## src/fcc_pkg.sv

```systemverilog
// shared types, constants and crc step function for the frame crc checker
`timescale 1ns / 1ps
package fcc_pkg;

  localparam int unsigned CRC_W      = 32;
  localparam int unsigned BYTE_W     = 8;
  localparam int unsigned CFG_IDX_W  = 2;
  localparam int unsigned FLUSH_STG  = 4;

  localparam logic [CRC_W-1:0]  POLY_RESET  = 32'h04C1_1DB7;
  localparam logic [BYTE_W-1:0] NOCMD_RESET = 8'hFF;

  localparam logic [CFG_IDX_W-1:0] CFG_CRC_POLYNOMIAL  = 2'd0;
  localparam logic [CFG_IDX_W-1:0] CFG_NO_COMMAND_CODE = 2'd1;

  localparam logic [1:0] POS_FIRST = 2'd0;
  localparam logic [1:0] POS_THIRD = 2'd2;
  localparam logic [1:0] POS_SAT   = 2'd3;

  typedef struct packed {
    logic [CRC_W-1:0]  rem;
    logic [BYTE_W-1:0] first;
    logic [BYTE_W-1:0] third;
  } frame_t;

  // eight bit steps, msb first, xor before shift
  function automatic logic [CRC_W-1:0] crc_shift8(input logic [CRC_W-1:0] r,
                                                  input logic [BYTE_W-1:0] d,
                                                  input logic [CRC_W-1:0] poly);
    logic [CRC_W-1:0] v;
    v = r;
    for (int i = BYTE_W - 1; i >= 0; i--) begin
      if (v[CRC_W-1]) begin
        v = v ^ poly;
      end
      v = {v[CRC_W-2:0], d[i]};
    end
    return v;
  endfunction

endpackage

```

## src/fcc_if.sv

```systemverilog


interface fcc_result_if;
  logic        valid;
  logic        ready;
  logic [31:0] crc_value;
  logic        frame_good;
  logic [7:0]  command_code;
  logic [7:0]  phase_value;

  modport source (output valid, output crc_value, output frame_good, output command_code,
                  output phase_value, input ready);
  modport sink   (input valid, input crc_value, input frame_good, input command_code,
                  input phase_value, output ready);
endinterface

```

## src/fcc_flush.sv

```systemverilog
// zero flush pipeline and result register, each but the first stage shifting in eight zero bits
`timescale 1ns / 1ps
module fcc_flush (
  input  logic                       clk,
  input  logic                       rst,
  input  fcc_pkg::frame_t            entry,
  input  logic                       entry_valid,
  input  logic [fcc_pkg::CRC_W-1:0]  poly,
  input  logic [fcc_pkg::BYTE_W-1:0] nocmd,
  output logic                       advance,
  fcc_result_if.source               result
);
  import fcc_pkg::*;

  frame_t           stage [FLUSH_STG];
  logic             stage_valid [FLUSH_STG];

  logic             out_valid;
  logic [CRC_W-1:0] out_crc;
  logic             out_ok;
  logic [BYTE_W-1:0] out_cmd;
  logic [BYTE_W-1:0] out_phase;

  logic [CRC_W-1:0] crc_next;
  logic             ok_next;

  assign advance = !out_valid || result.ready;

  always_ff @(posedge clk) begin
    if (rst) begin
      for (int k = 0; k < FLUSH_STG; k++) begin
        stage_valid[k] <= 1'b0;
      end
      out_valid <= 1'b0;
    end else if (advance) begin
      stage_valid[0] <= entry_valid;
      for (int k = 1; k < FLUSH_STG; k++) begin
        stage_valid[k] <= stage_valid[k-1];
      end
      out_valid <= stage_valid[FLUSH_STG-1];
    end
  end

  always_comb begin
    crc_next = crc_shift8(stage[FLUSH_STG-1].rem, '0, poly);
    ok_next  = (crc_next == '0);
  end

  always_ff @(posedge clk) begin
    if (advance) begin
      stage[0] <= entry;
      for (int k = 1; k < FLUSH_STG; k++) begin
        stage[k].rem   <= crc_shift8(stage[k-1].rem, '0, poly);
        stage[k].first <= stage[k-1].first;
        stage[k].third <= stage[k-1].third;
      end
      out_crc   <= crc_next;
      out_ok    <= ok_next;
      out_cmd   <= ok_next ? stage[FLUSH_STG-1].third : nocmd;
      out_phase <= ok_next ? stage[FLUSH_STG-1].first : '0;
    end
  end

  assign result.valid        = out_valid;
  assign result.crc_value    = out_crc;
  assign result.frame_good   = out_ok;
  assign result.command_code = out_cmd;
  assign result.phase_value  = out_phase;

`ifndef SYNTH
  a_ok_matches_crc: assert property (@(posedge clk) disable iff (rst)
    out_valid |-> (out_ok == (out_crc == '0)))
    else $error("frame_good disagrees with crc_value");
  a_fail_phase_zero: assert property (@(posedge clk) disable iff (rst)
    (out_valid && !out_ok) |-> (out_phase == '0 && out_cmd == nocmd))
    else $error("failed frame reports command or phase");
  a_stall_holds_pipe: assert property (@(posedge clk) disable iff (rst)
    !advance |=> ($stable(stage_valid[0]) && $stable(stage_valid[FLUSH_STG-1])))
    else $error("flush pipeline moved during a stall");
`endif
endmodule

```

## src/flat_wrapper.sv

```systemverilog
// flat-port wrapper written by rule: the top's interface ports become plain ports
module fcc_flush_flat import fcc_pkg::*;
  (clk, rst, entry, entry_valid, poly, nocmd, advance, result_valid, result_crc_value, result_frame_good, result_command_code, result_phase_value, result_ready);
  fcc_result_if result_i ();
  input  logic clk;
  input  logic rst;
  input  fcc_pkg::frame_t entry;
  input  logic entry_valid;
  input  logic [fcc_pkg::CRC_W-1:0] poly;
  input  logic [fcc_pkg::BYTE_W-1:0] nocmd;
  output logic advance;
  output wire logic [$bits(result_i.valid)-1:0] result_valid;
  output wire logic [$bits(result_i.crc_value)-1:0] result_crc_value;
  output wire logic [$bits(result_i.frame_good)-1:0] result_frame_good;
  output wire logic [$bits(result_i.command_code)-1:0] result_command_code;
  output wire logic [$bits(result_i.phase_value)-1:0] result_phase_value;
  input wire logic [$bits(result_i.ready)-1:0] result_ready;
  assign result_valid = result_i.valid;
  assign result_crc_value = result_i.crc_value;
  assign result_frame_good = result_i.frame_good;
  assign result_command_code = result_i.command_code;
  assign result_phase_value = result_i.phase_value;
  assign result_i.ready = result_ready;
  fcc_flush u_core (.clk(clk), .rst(rst), .entry(entry), .entry_valid(entry_valid), .poly(poly), .nocmd(nocmd), .advance(advance), .result(result_i));
endmodule
```

## config.mk

```make
export PLATFORM = sky130hd
export DESIGN_NAME = fcc_flush_flat
export DESIGN_NICKNAME = d
export VERILOG_FILES = /design/src/fcc_pkg.sv /design/src/fcc_if.sv /design/src/fcc_flush.sv /design/src/flat_wrapper.sv
export SDC_FILE = /design/constraint.sdc
export NUM_CORES = 1
export LEC_CHECK = 0
export BUFFER_PORTS_ARGS = -buffer_cell sky130_fd_sc_hd__buf_2
export CORE_MARGIN = 5
export CORE_UTILIZATION = 35
export DETAILED_ROUTE_END_ITERATION = 8
export HOLD_SLACK_MARGIN = 0.15
export SETUP_SLACK_MARGIN = 0.02
export SYNTH_ARGS = -nofsm -noshare
export SYNTH_HDL_FRONTEND = slang
export SYNTH_SLANG_ARGS = --single-unit
```

## constraint.sdc

```tcl
create_clock -name clk -period 6.4 [get_ports clk]
set_input_delay 0.32 -clock clk [delete_from_list [all_inputs] [get_ports clk]]
set_output_delay 0.32 -clock clk [all_outputs]
set_load 0.005 [all_outputs]
```

Word-level counts from Yosys, hierarchy flattened
Memories as Yosys holds them, arrays and structs flattened. A register that Yosys moved wholly into a read port is not among the register bits.
Index checks and enable logic that the tools add are counted.
{"block": "word_totals", "output_inout_bits": 51, "mem_bits_rw": 196, "in_bits": 92, "register_bits": 48, "elab_cells": 112, "n_memories": 2}
{"memory": "u_core.stage", "words": 4, "width": 48, "read_ports": 4, "rd_clocked_by_memory_dff": 0, "wr": 4, "line_no": "fcc_flush.sv:15", "rtl": "frame_t stage [FLUSH_STG];"}
{"memory": "u_core.stage_valid", "words": 4, "width": 1, "read_ports": 4, "rd_clocked_by_memory_dff": 1, "wr": 4, "line_no": "fcc_flush.sv:16", "rtl": "logic stage_valid [FLUSH_STG];"}
{"block": "classes", "bitwise": 36, "reduce_logical": 3, "muxes": 67}
{"cell": "$mux 31", "count": 56}
{"cell": "$xor 31x31->31", "count": 32}
{"cell": "$logic_not 31->1", "count": 1}
{"cell": "$mux 1", "count": 10}
{"cell": "$mux 8", "count": 1}
{"cell": "$or 1x1->1", "count": 4}
{"cell": "$logic_not 1->1", "count": 1}
{"cell": "$logic_or 1x1->1", "count": 1}

Longest topological paths before layout
Gate-level depths: netlist of the first run.
An unclocked memory read counts as a cell.
{"block": "depth", "ltp_word": 25, "ltp_mapped": 22, "depth_no_buf": 16}

Worst setup path after synthesis of the first run
No wires, ideal clock.
{"block": "synth_timing", "kind": "register -> register", "startpoint": "register u_core.out_valid, in the netlist u_core.result.valid (read register of u_core.stage_valid)", "endpoint": "register u_core.out_cmd[0], in the netlist u_core.result.command_code[0] (enable)", "t_arrival_ns": 5.079, "period_less_slack_ns": 5.669, "path_stages_with_launch": 3, "required_time_ns": 5.810, "path_buffers": 0, "setup_time_ns": 0.590, "slack_ns": 0.731, "path_cell_list": "dfxtp_1 > nor2b_1 > inv_1"}
{"block": "synth_via", "elab_chain_cells": 2}
{"item": "start: declaration", "line_no": "fcc_flush.sv:18", "rtl": "logic out_valid;"}
{"item": "$logic_not 1->1", "line_no": "fcc_flush.sv:27", "rtl": "assign advance = !out_valid || result.ready;"}
{"item": "$logic_or 1x1->1", "line_no": "fcc_flush.sv:27"}
{"item": "named net advance", "line_no": "flat_wrapper.sv:11", "rtl": "output logic advance;"}
{"item": "end signal: assignment", "line_no": "fcc_flush.sv:59", "rtl": "out_cmd <= ok_next ? stage[FLUSH_STG-1].third : nocmd;"}
{"item": "end: declaration", "line_no": "fcc_flush.sv:21", "rtl": "logic [BYTE_W-1:0] out_cmd;"}
The timed path passes the listed nets, and every way through them passes these cells.
A chain may end at the register's enable or synchronous reset.

==> results of run 1 <==
state kept, by name (all words and copies together), names as in the netlist:
register                    flops
u_core.result.phase_value       8
u_core.result.command_code      8
u_core.result.crc_value        31
u_core.stage                  189
u_core.result.valid             1
u_core.result.frame_good        1
u_core.stage_valid              4
metal layers:
metal,part of all wire,vias up,wire length [µm],GRT usage
met5,0,-,0,0
met4,0.017,0,845,0.0269
met3,0.037,44,1830,0.0148
met2,0.49,239,24100,0.249
met1,0.46,7664,22500,0.184
li1,-,8650,-,-
placed cells by master, fill, tap and decap left out, types with 3 or more instances in the layout:
cell	n
a22oi_1	15
o21a_1	23
or3b_2	3
and2_1	21
mux2i_1	8
buf_2	140
nor3_1	9
a21oi_1	36
or4_1	3
nand3_1	18
o21ai_0	64
buf_4	65
clkbuf_16	29
o211ai_1	3
a32oi_1	20
xnor2_1	837
nor4_1	4
xor2_1	52
mux2_2	7
a22o_1	4
xnor2_2	21
nand2b_1	8
nor3b_1	12
o311ai_0	9
mux2_1	3
clkinv_1	3
or2_2	4
clkbuf_1	6
edfxtp_1	241
inv_1	3
dlygate4sd3_1	59
clkbuf_8	5
nor2_1	27
o2bb2ai_1	4
and3_1	4
nand2_1	930
xor2_2	4
kinds of logic after synthesis:
family,after synthesis,share of synthesized area
AOI/OAI and AO/OA,205,0.0619
xor gates and xnor gates,916,0.364
buffers and inverters,248,0.0439
DFF,242,0.327
muxes,18,0.00869
other,1,0.000169
and+or+nand+nor,1064,0.194
final timing paths:
kind | end | slack (ns) | cells after the start
hold / removal | u_core.result.crc_value[12] | 0.26 | 3
setup / recovery | u_core.result.command_code[3] | 0.48 | 17
setup reg to reg | u_core.result.command_code[3] | 0.48 | 17
hold reg to reg | u_core.stage[1][11] | 0.41 | 0
repair_timing:
item                                    4_1_cts  5_1_grt
endpoints found under the hold margin        58        0
hold buffers                                 59        0
buffers inserted                              0        0
resized for setup                             0        3
endpoints found under the setup margin        0       16
layout make-up:
class                   instances  area, µm²  area share
repair buffers                265       1800      0.0714
multi-input cells            2204      14100       0.561
clock buffers                  40        817      0.0324
well taps                     846       1060      0.0420
flip-flops and latches        242       7260       0.288
clock inverters                11        115     0.00457
inverters                       4       22.5    0.000894
worst max-delay path: cells and delay by family (launching register included):
| kind | cells | cell delay [ns] |
|---|---|---|
| compound gates | 6 | 1.55 |
| xor+xnor | 1 | 0.19 |
| buf+inv | 1 | 0.26 |
| flops | 1 | 0.50 |
| mux | 2 | 0.72 |
| simple gates | 7 | 2.43 |
stage by stage:
| stage | utilization | std cells | hold WS (ns) | worst slack, ns | cell area (µm²) |
|---|---|---|---|---|---|
| 3_3_place_gp | 0.377 | 3502 | 0.402 | 0.132 | 23700 |
| 3_5_place_dp | 0.377 | 3502 | 0.405 | 0.0874 | 23700 |
| 5_1_grt | 0.401 | 3612 | 0.276 | 0.0610 | 25200 |
| 4_1_cts | 0.401 | 3612 | 0.222 | 0.149 | 25200 |
| 2_1_floorplan | - | 2694 | 0.392 | 0.731 | 22200 |
| 6_report | 0.401 | 3612 | 0.261 | 0.481 | 25200 |
==> flow_summary_export.csv, run 1 <==
group,metric,value,unit
die,initial_core_util,0.353,
worst_setup_path,cpPeakStageDelay,0.57,ns
sta,slew_headroom,0.307,
placed_design,portBuffers,140,
logic_synthesis,ys_warn_count,0,
worst_setup_path,startpoint,"u_core.stage[3][47]",
worst_setup_path,required,6.71,ns
hold_path,hold_class,"input port to flip-flop",
sta,period_share,0.925,
hold_path,hp-start,"poly[11]",
die,ios,143,
clocking,htreeDepth,1,
logic_synthesis,ys_top_cells_by_area,"xnor2_1 (34%), edfxtp_1 (33%), nand2_1 (16%), clkbuf_1 (2.7%), xor2_1 (2.2%)",
logic_synthesis,async_reset_ff_frac,0,
worst_setup_path,worstSetupStartpointType,"flip-flop",
route,drt-total-wl,49.3,mm
die,die_h,262,µm
route,vias_per_cell,4.59,
status,status,"completed",
clocking,clock_sinks,242,
global_route,grt.total_usage,0.139,
global_route,grt_max_degree,175,
placed_design,dp_hpwl,34.3,mm
route,wl_per_cell,13.6,µm
clocking,path_clk_slew,0.07,ns
die,rows,92,
logic_synthesis,synth_top_flop_cell,"edfxtp_1",
logic_synthesis,netlist_area,22200,µm²
route,drtIter0Drc,966,
logic_synthesis,syn-instance-count,2694,
worst_setup_path,cp-end-kind,"flip-flop",
layout,syn2layout_area_growth,13.7,%
clocking,cts_buffers,28,
die,die_area,68500,µm²
die,die_w,262,µm
route,drc_errors,0,
route,ant_nets,0,
logic_synthesis,yosys-top-cells-count,"nand2_1 (930), xnor2_1 (856), edfxtp_1 (241)",
worst_setup_path,worstReg2RegStart,"u_core.stage[3][47]",
logic_synthesis,synth_top_area_frac,0.338,
sta,slew_viol_final,0,
sta,finalSetupTns,0,ns
route,num_vias,16597,
logic_synthesis,synthesis.nets,2786,
worst_setup_path,cp_max_fo,20,
worst_setup_path,crit_chain,"mux2_1, a211oi_2, xor2_1, nor4_1, nand4bb_1, nand4_1, or3_1, o21ai_0, a32oi_1, o21a_4, or2_1, a21o_1, a2111o_1, or4_4, nor4_4, buf_4, mux2_2",
logic_synthesis,ys_seq_area_frac,0.327,
clocking,cts_max_path_buffers,3,
global_route,antenna_found_initial,0,
die,core-area,62900,µm²
global_route,grt_pass1_vias,15272,
logic_synthesis,synth_area_per_cell,8.23,µm²
logic_synthesis,synth_most_common_cell,"nand2_1",
sta,report.final.setup_viol,0,
layout,final_layout_size_suffix_gt1_frac,0.108,
layout,fill_cells,6346,
sta,worst_pin_slew,1.04,ns
sta,fmax,0.169,GHz
worst_setup_path,slowest_stage,"or3_1",
global_route,grt_pass1_wl,80.9,mm
sta,clock_skew,0.00968,ns
clocking,clk_latency,0.56,ns
logic_synthesis,synth.distinct_cells,71,
job,maxCapViolCount,0,
clocking,ctsRootBufferMaster,"clkbuf_16",
sta,min_period,5.92,ns
logic_synthesis,synth_area_leader_cell,"xnor2_1",
sta,hold_viol,0,
worst_setup_path,critPathKind,"flip-flop to flip-flop",
sta,rsz0062_at_grt,"false",
logic_synthesis,synth_edf_count,241,
clocking,cts_tree,"built",
layout,nNetsFinal,2837,
placed_design,gp_congestion,0.792,
logic_synthesis,synth_seq_cells,242,
global_route,grt_remaining_overflow,0,
worst_setup_path,crit_arrival,6.23,ns
route,dr.pass1.iters,5,
layout,diodes,0,
Power of run 1 is left out: the tool's default activity adds up to more than one toggle a clock period on the data nets, which glitch-free logic cannot reach.
==> run 2, diff against run 1 <==
==> constraint.sdc (replaced) <==
create_clock -name clk -period 6.3 [get_ports clk]
set_input_delay 0.315 -clock clk [delete_from_list [all_inputs] [get_ports clk]]
set_output_delay 0.315 -clock clk [all_outputs]
set_load 0.005 [all_outputs]
==> flow_summary_export.csv, run 2 (synthesis results as in run 1) <==
group,metric,value,unit
status,status,"completed",
die,rows,92,
global_route,grt_remaining_overflow,0,
route,drtIter0Drc,1089,
route,ant_nets,0,
sta,hold_ws,0.262,ns
clocking,clock_sinks,242,
hold_path,hold_class,"input port to flip-flop",
clocking,htreeDepth,1,
sta,report.final.setup_viol,0,
clocking,ctsRootBufferMaster,"clkbuf_16",
sta,clock_skew,0.0183,ns
layout,largest_reg_flops,189,
clocking,cts_max_path_buffers,3,
layout,final_layout_size_suffix_gt1_frac,0.112,
route,drt-total-wl,49.5,mm
clocking,cts_tree,"built",
sta,period_share,0.943,
sta,slew_viol_final,0,
worst_setup_path,cp_max_fo,22,
clocking,path_clk_slew,0.07,ns
sta,worst_pin_slew,1.07,ns
route,wl_per_cell,13.6,µm
layout,syn2layout_area_growth,14.3,%
sta,slew_headroom,0.285,
clocking,cts_buffers,30,
global_route,antenna_found_initial,0,
die,ios,143,
global_route,grt_pass1_wl,81.2,mm
layout,diodes,0,
placed_design,dp_hpwl,34.4,mm
worst_setup_path,crit_arrival,6.24,ns
layout,largest-register,"u_core.stage",
die,die_area,68500,µm²
global_route,grt_max_degree,175,
route,drc_errors,0,
route,num_vias,16691,
route,dr.pass1.iters,5,
die,core-area,62900,µm²
layout,fill_cells,6263,
layout,layout_commonest_cell,"nand2_1",
route,vias_per_cell,4.60,
layout,mostFrequentLayoutCells,"nand2_1 (930), xnor2_1 (837), edfxtp_1 (241), buf_2 (140), buf_4 (74)",
worst_setup_path,required,6.60,ns
placed_design,gp_congestion,0.798,
worst_setup_path,cp-end-kind,"flip-flop",
placed_design,portBuffers,140,
worst_setup_path,critPathKind,"flip-flop to flip-flop",
die,die_h,262,µm
sta,hold_viol,0,
clocking,clk_latency,0.56,ns
sta,fmax,0.168,GHz
die,initial_core_util,0.353,
job,maxCapViolCount,0,
global_route,grt.total_usage,0.140,
global_route,grt_pass1_vias,15333,
die,die_w,262,µm
layout,nNetsFinal,2849,
sta,min_period,5.94,ns
worst_setup_path,worstSetupStartpointType,"flip-flop",
==> run 2: cell types whose count changed in the layout (fill, tap and decap cells not counted), sizes merged <==
cell	previous run	this run
bufinv	2	1
clkinv	6	10
clkinvlp	1	2
buf	206	216
clkbuf	40	42
inv	6	5
==> run 2: final timing paths <==
path,from,endpoint,slack [ns],cells after the start
max,u_core.stage[3][47],u_core.result.command_code[2],0.36,20
min,poly[11],u_core.result.crc_value[12],0.26,3
max reg2reg,u_core.stage[3][47],u_core.result.command_code[2],0.36,20
min reg2reg,u_core.stage[2][12],u_core.stage[3][12],0.42,0
==> run 2: final cells by class <==
cell class              instances  area, µm²  share of cell area
repair buffers                275       1890              0.0745
well taps                     846       1060              0.0418
clock inverters                14       98.8             0.00390
multi-input cells            2204      14200               0.559
clock buffers                  42        847              0.0334
inverters                       4       22.5            0.000889
flip-flops and latches        242       7260               0.287
==> run 2: metal layers <==
layer | GRT usage | vias to the layer above | share of wire
met1 | 0.184 | 7706 | 0.45
li1 | - | 8678 | -
met5 | 0 | - | 0
met3 | 0.0166 | 44 | 0.041
met4 | 0.0255 | 0 | 0.016
met2 | 0.249 | 263 | 0.49
==> run 2: stage by stage <==
| step | cell area, µm² | utilization | instances | TNS [ns] | setup slack (ns) |
|---|---|---|---|---|---|
| 2_1_floorplan | 22200 | - | 2694 | 0 | 0.631 |
| 5_1_grt | 25300 | 0.403 | 3627 | -0.00545 | -0.00277 |
| 6_report | 25300 | 0.403 | 3627 | 0 | 0.361 |
| 3_5_place_dp | 23700 | 0.378 | 3511 | 0 | 0.0730 |
| 4_1_cts | 25300 | 0.402 | 3626 | 0 | 0.0362 |
| 3_3_place_gp | 23700 | 0.378 | 3511 | 0 | 0.106 |
==> run 2: worst max-delay path, cell delays in order, from the launching register on <==
cell,delay (ns)
edfxtp_1,0.53
mux2_1,0.37
a211oi_2,0.35
xnor2_2,0.20
buf_4,0.30
o211a_1,0.18
a21oi_1,0.04
nand4_1,0.23
buf_4,0.28
mux2i_1,0.46
xor2_4,0.21
buf_12,0.15
nand2_1,0.07
xnor2_1,0.18
xnor2_1,0.15
xnor2_1,0.11
or4_1,0.52
or4_4,0.45
nor4_4,0.27
buf_4,0.26
mux2_2,0.36
==> run 2: repair_timing <==
action | CTS | global route
endpoints found under the setup margin | 0 | 17
hold endpoints to repair | 58 | 0
buffers inserted | 0 | 1
hold buffers | 59 | 0
gates resized for setup | 0 | 7
Power of run 2 is left out for the same reason.
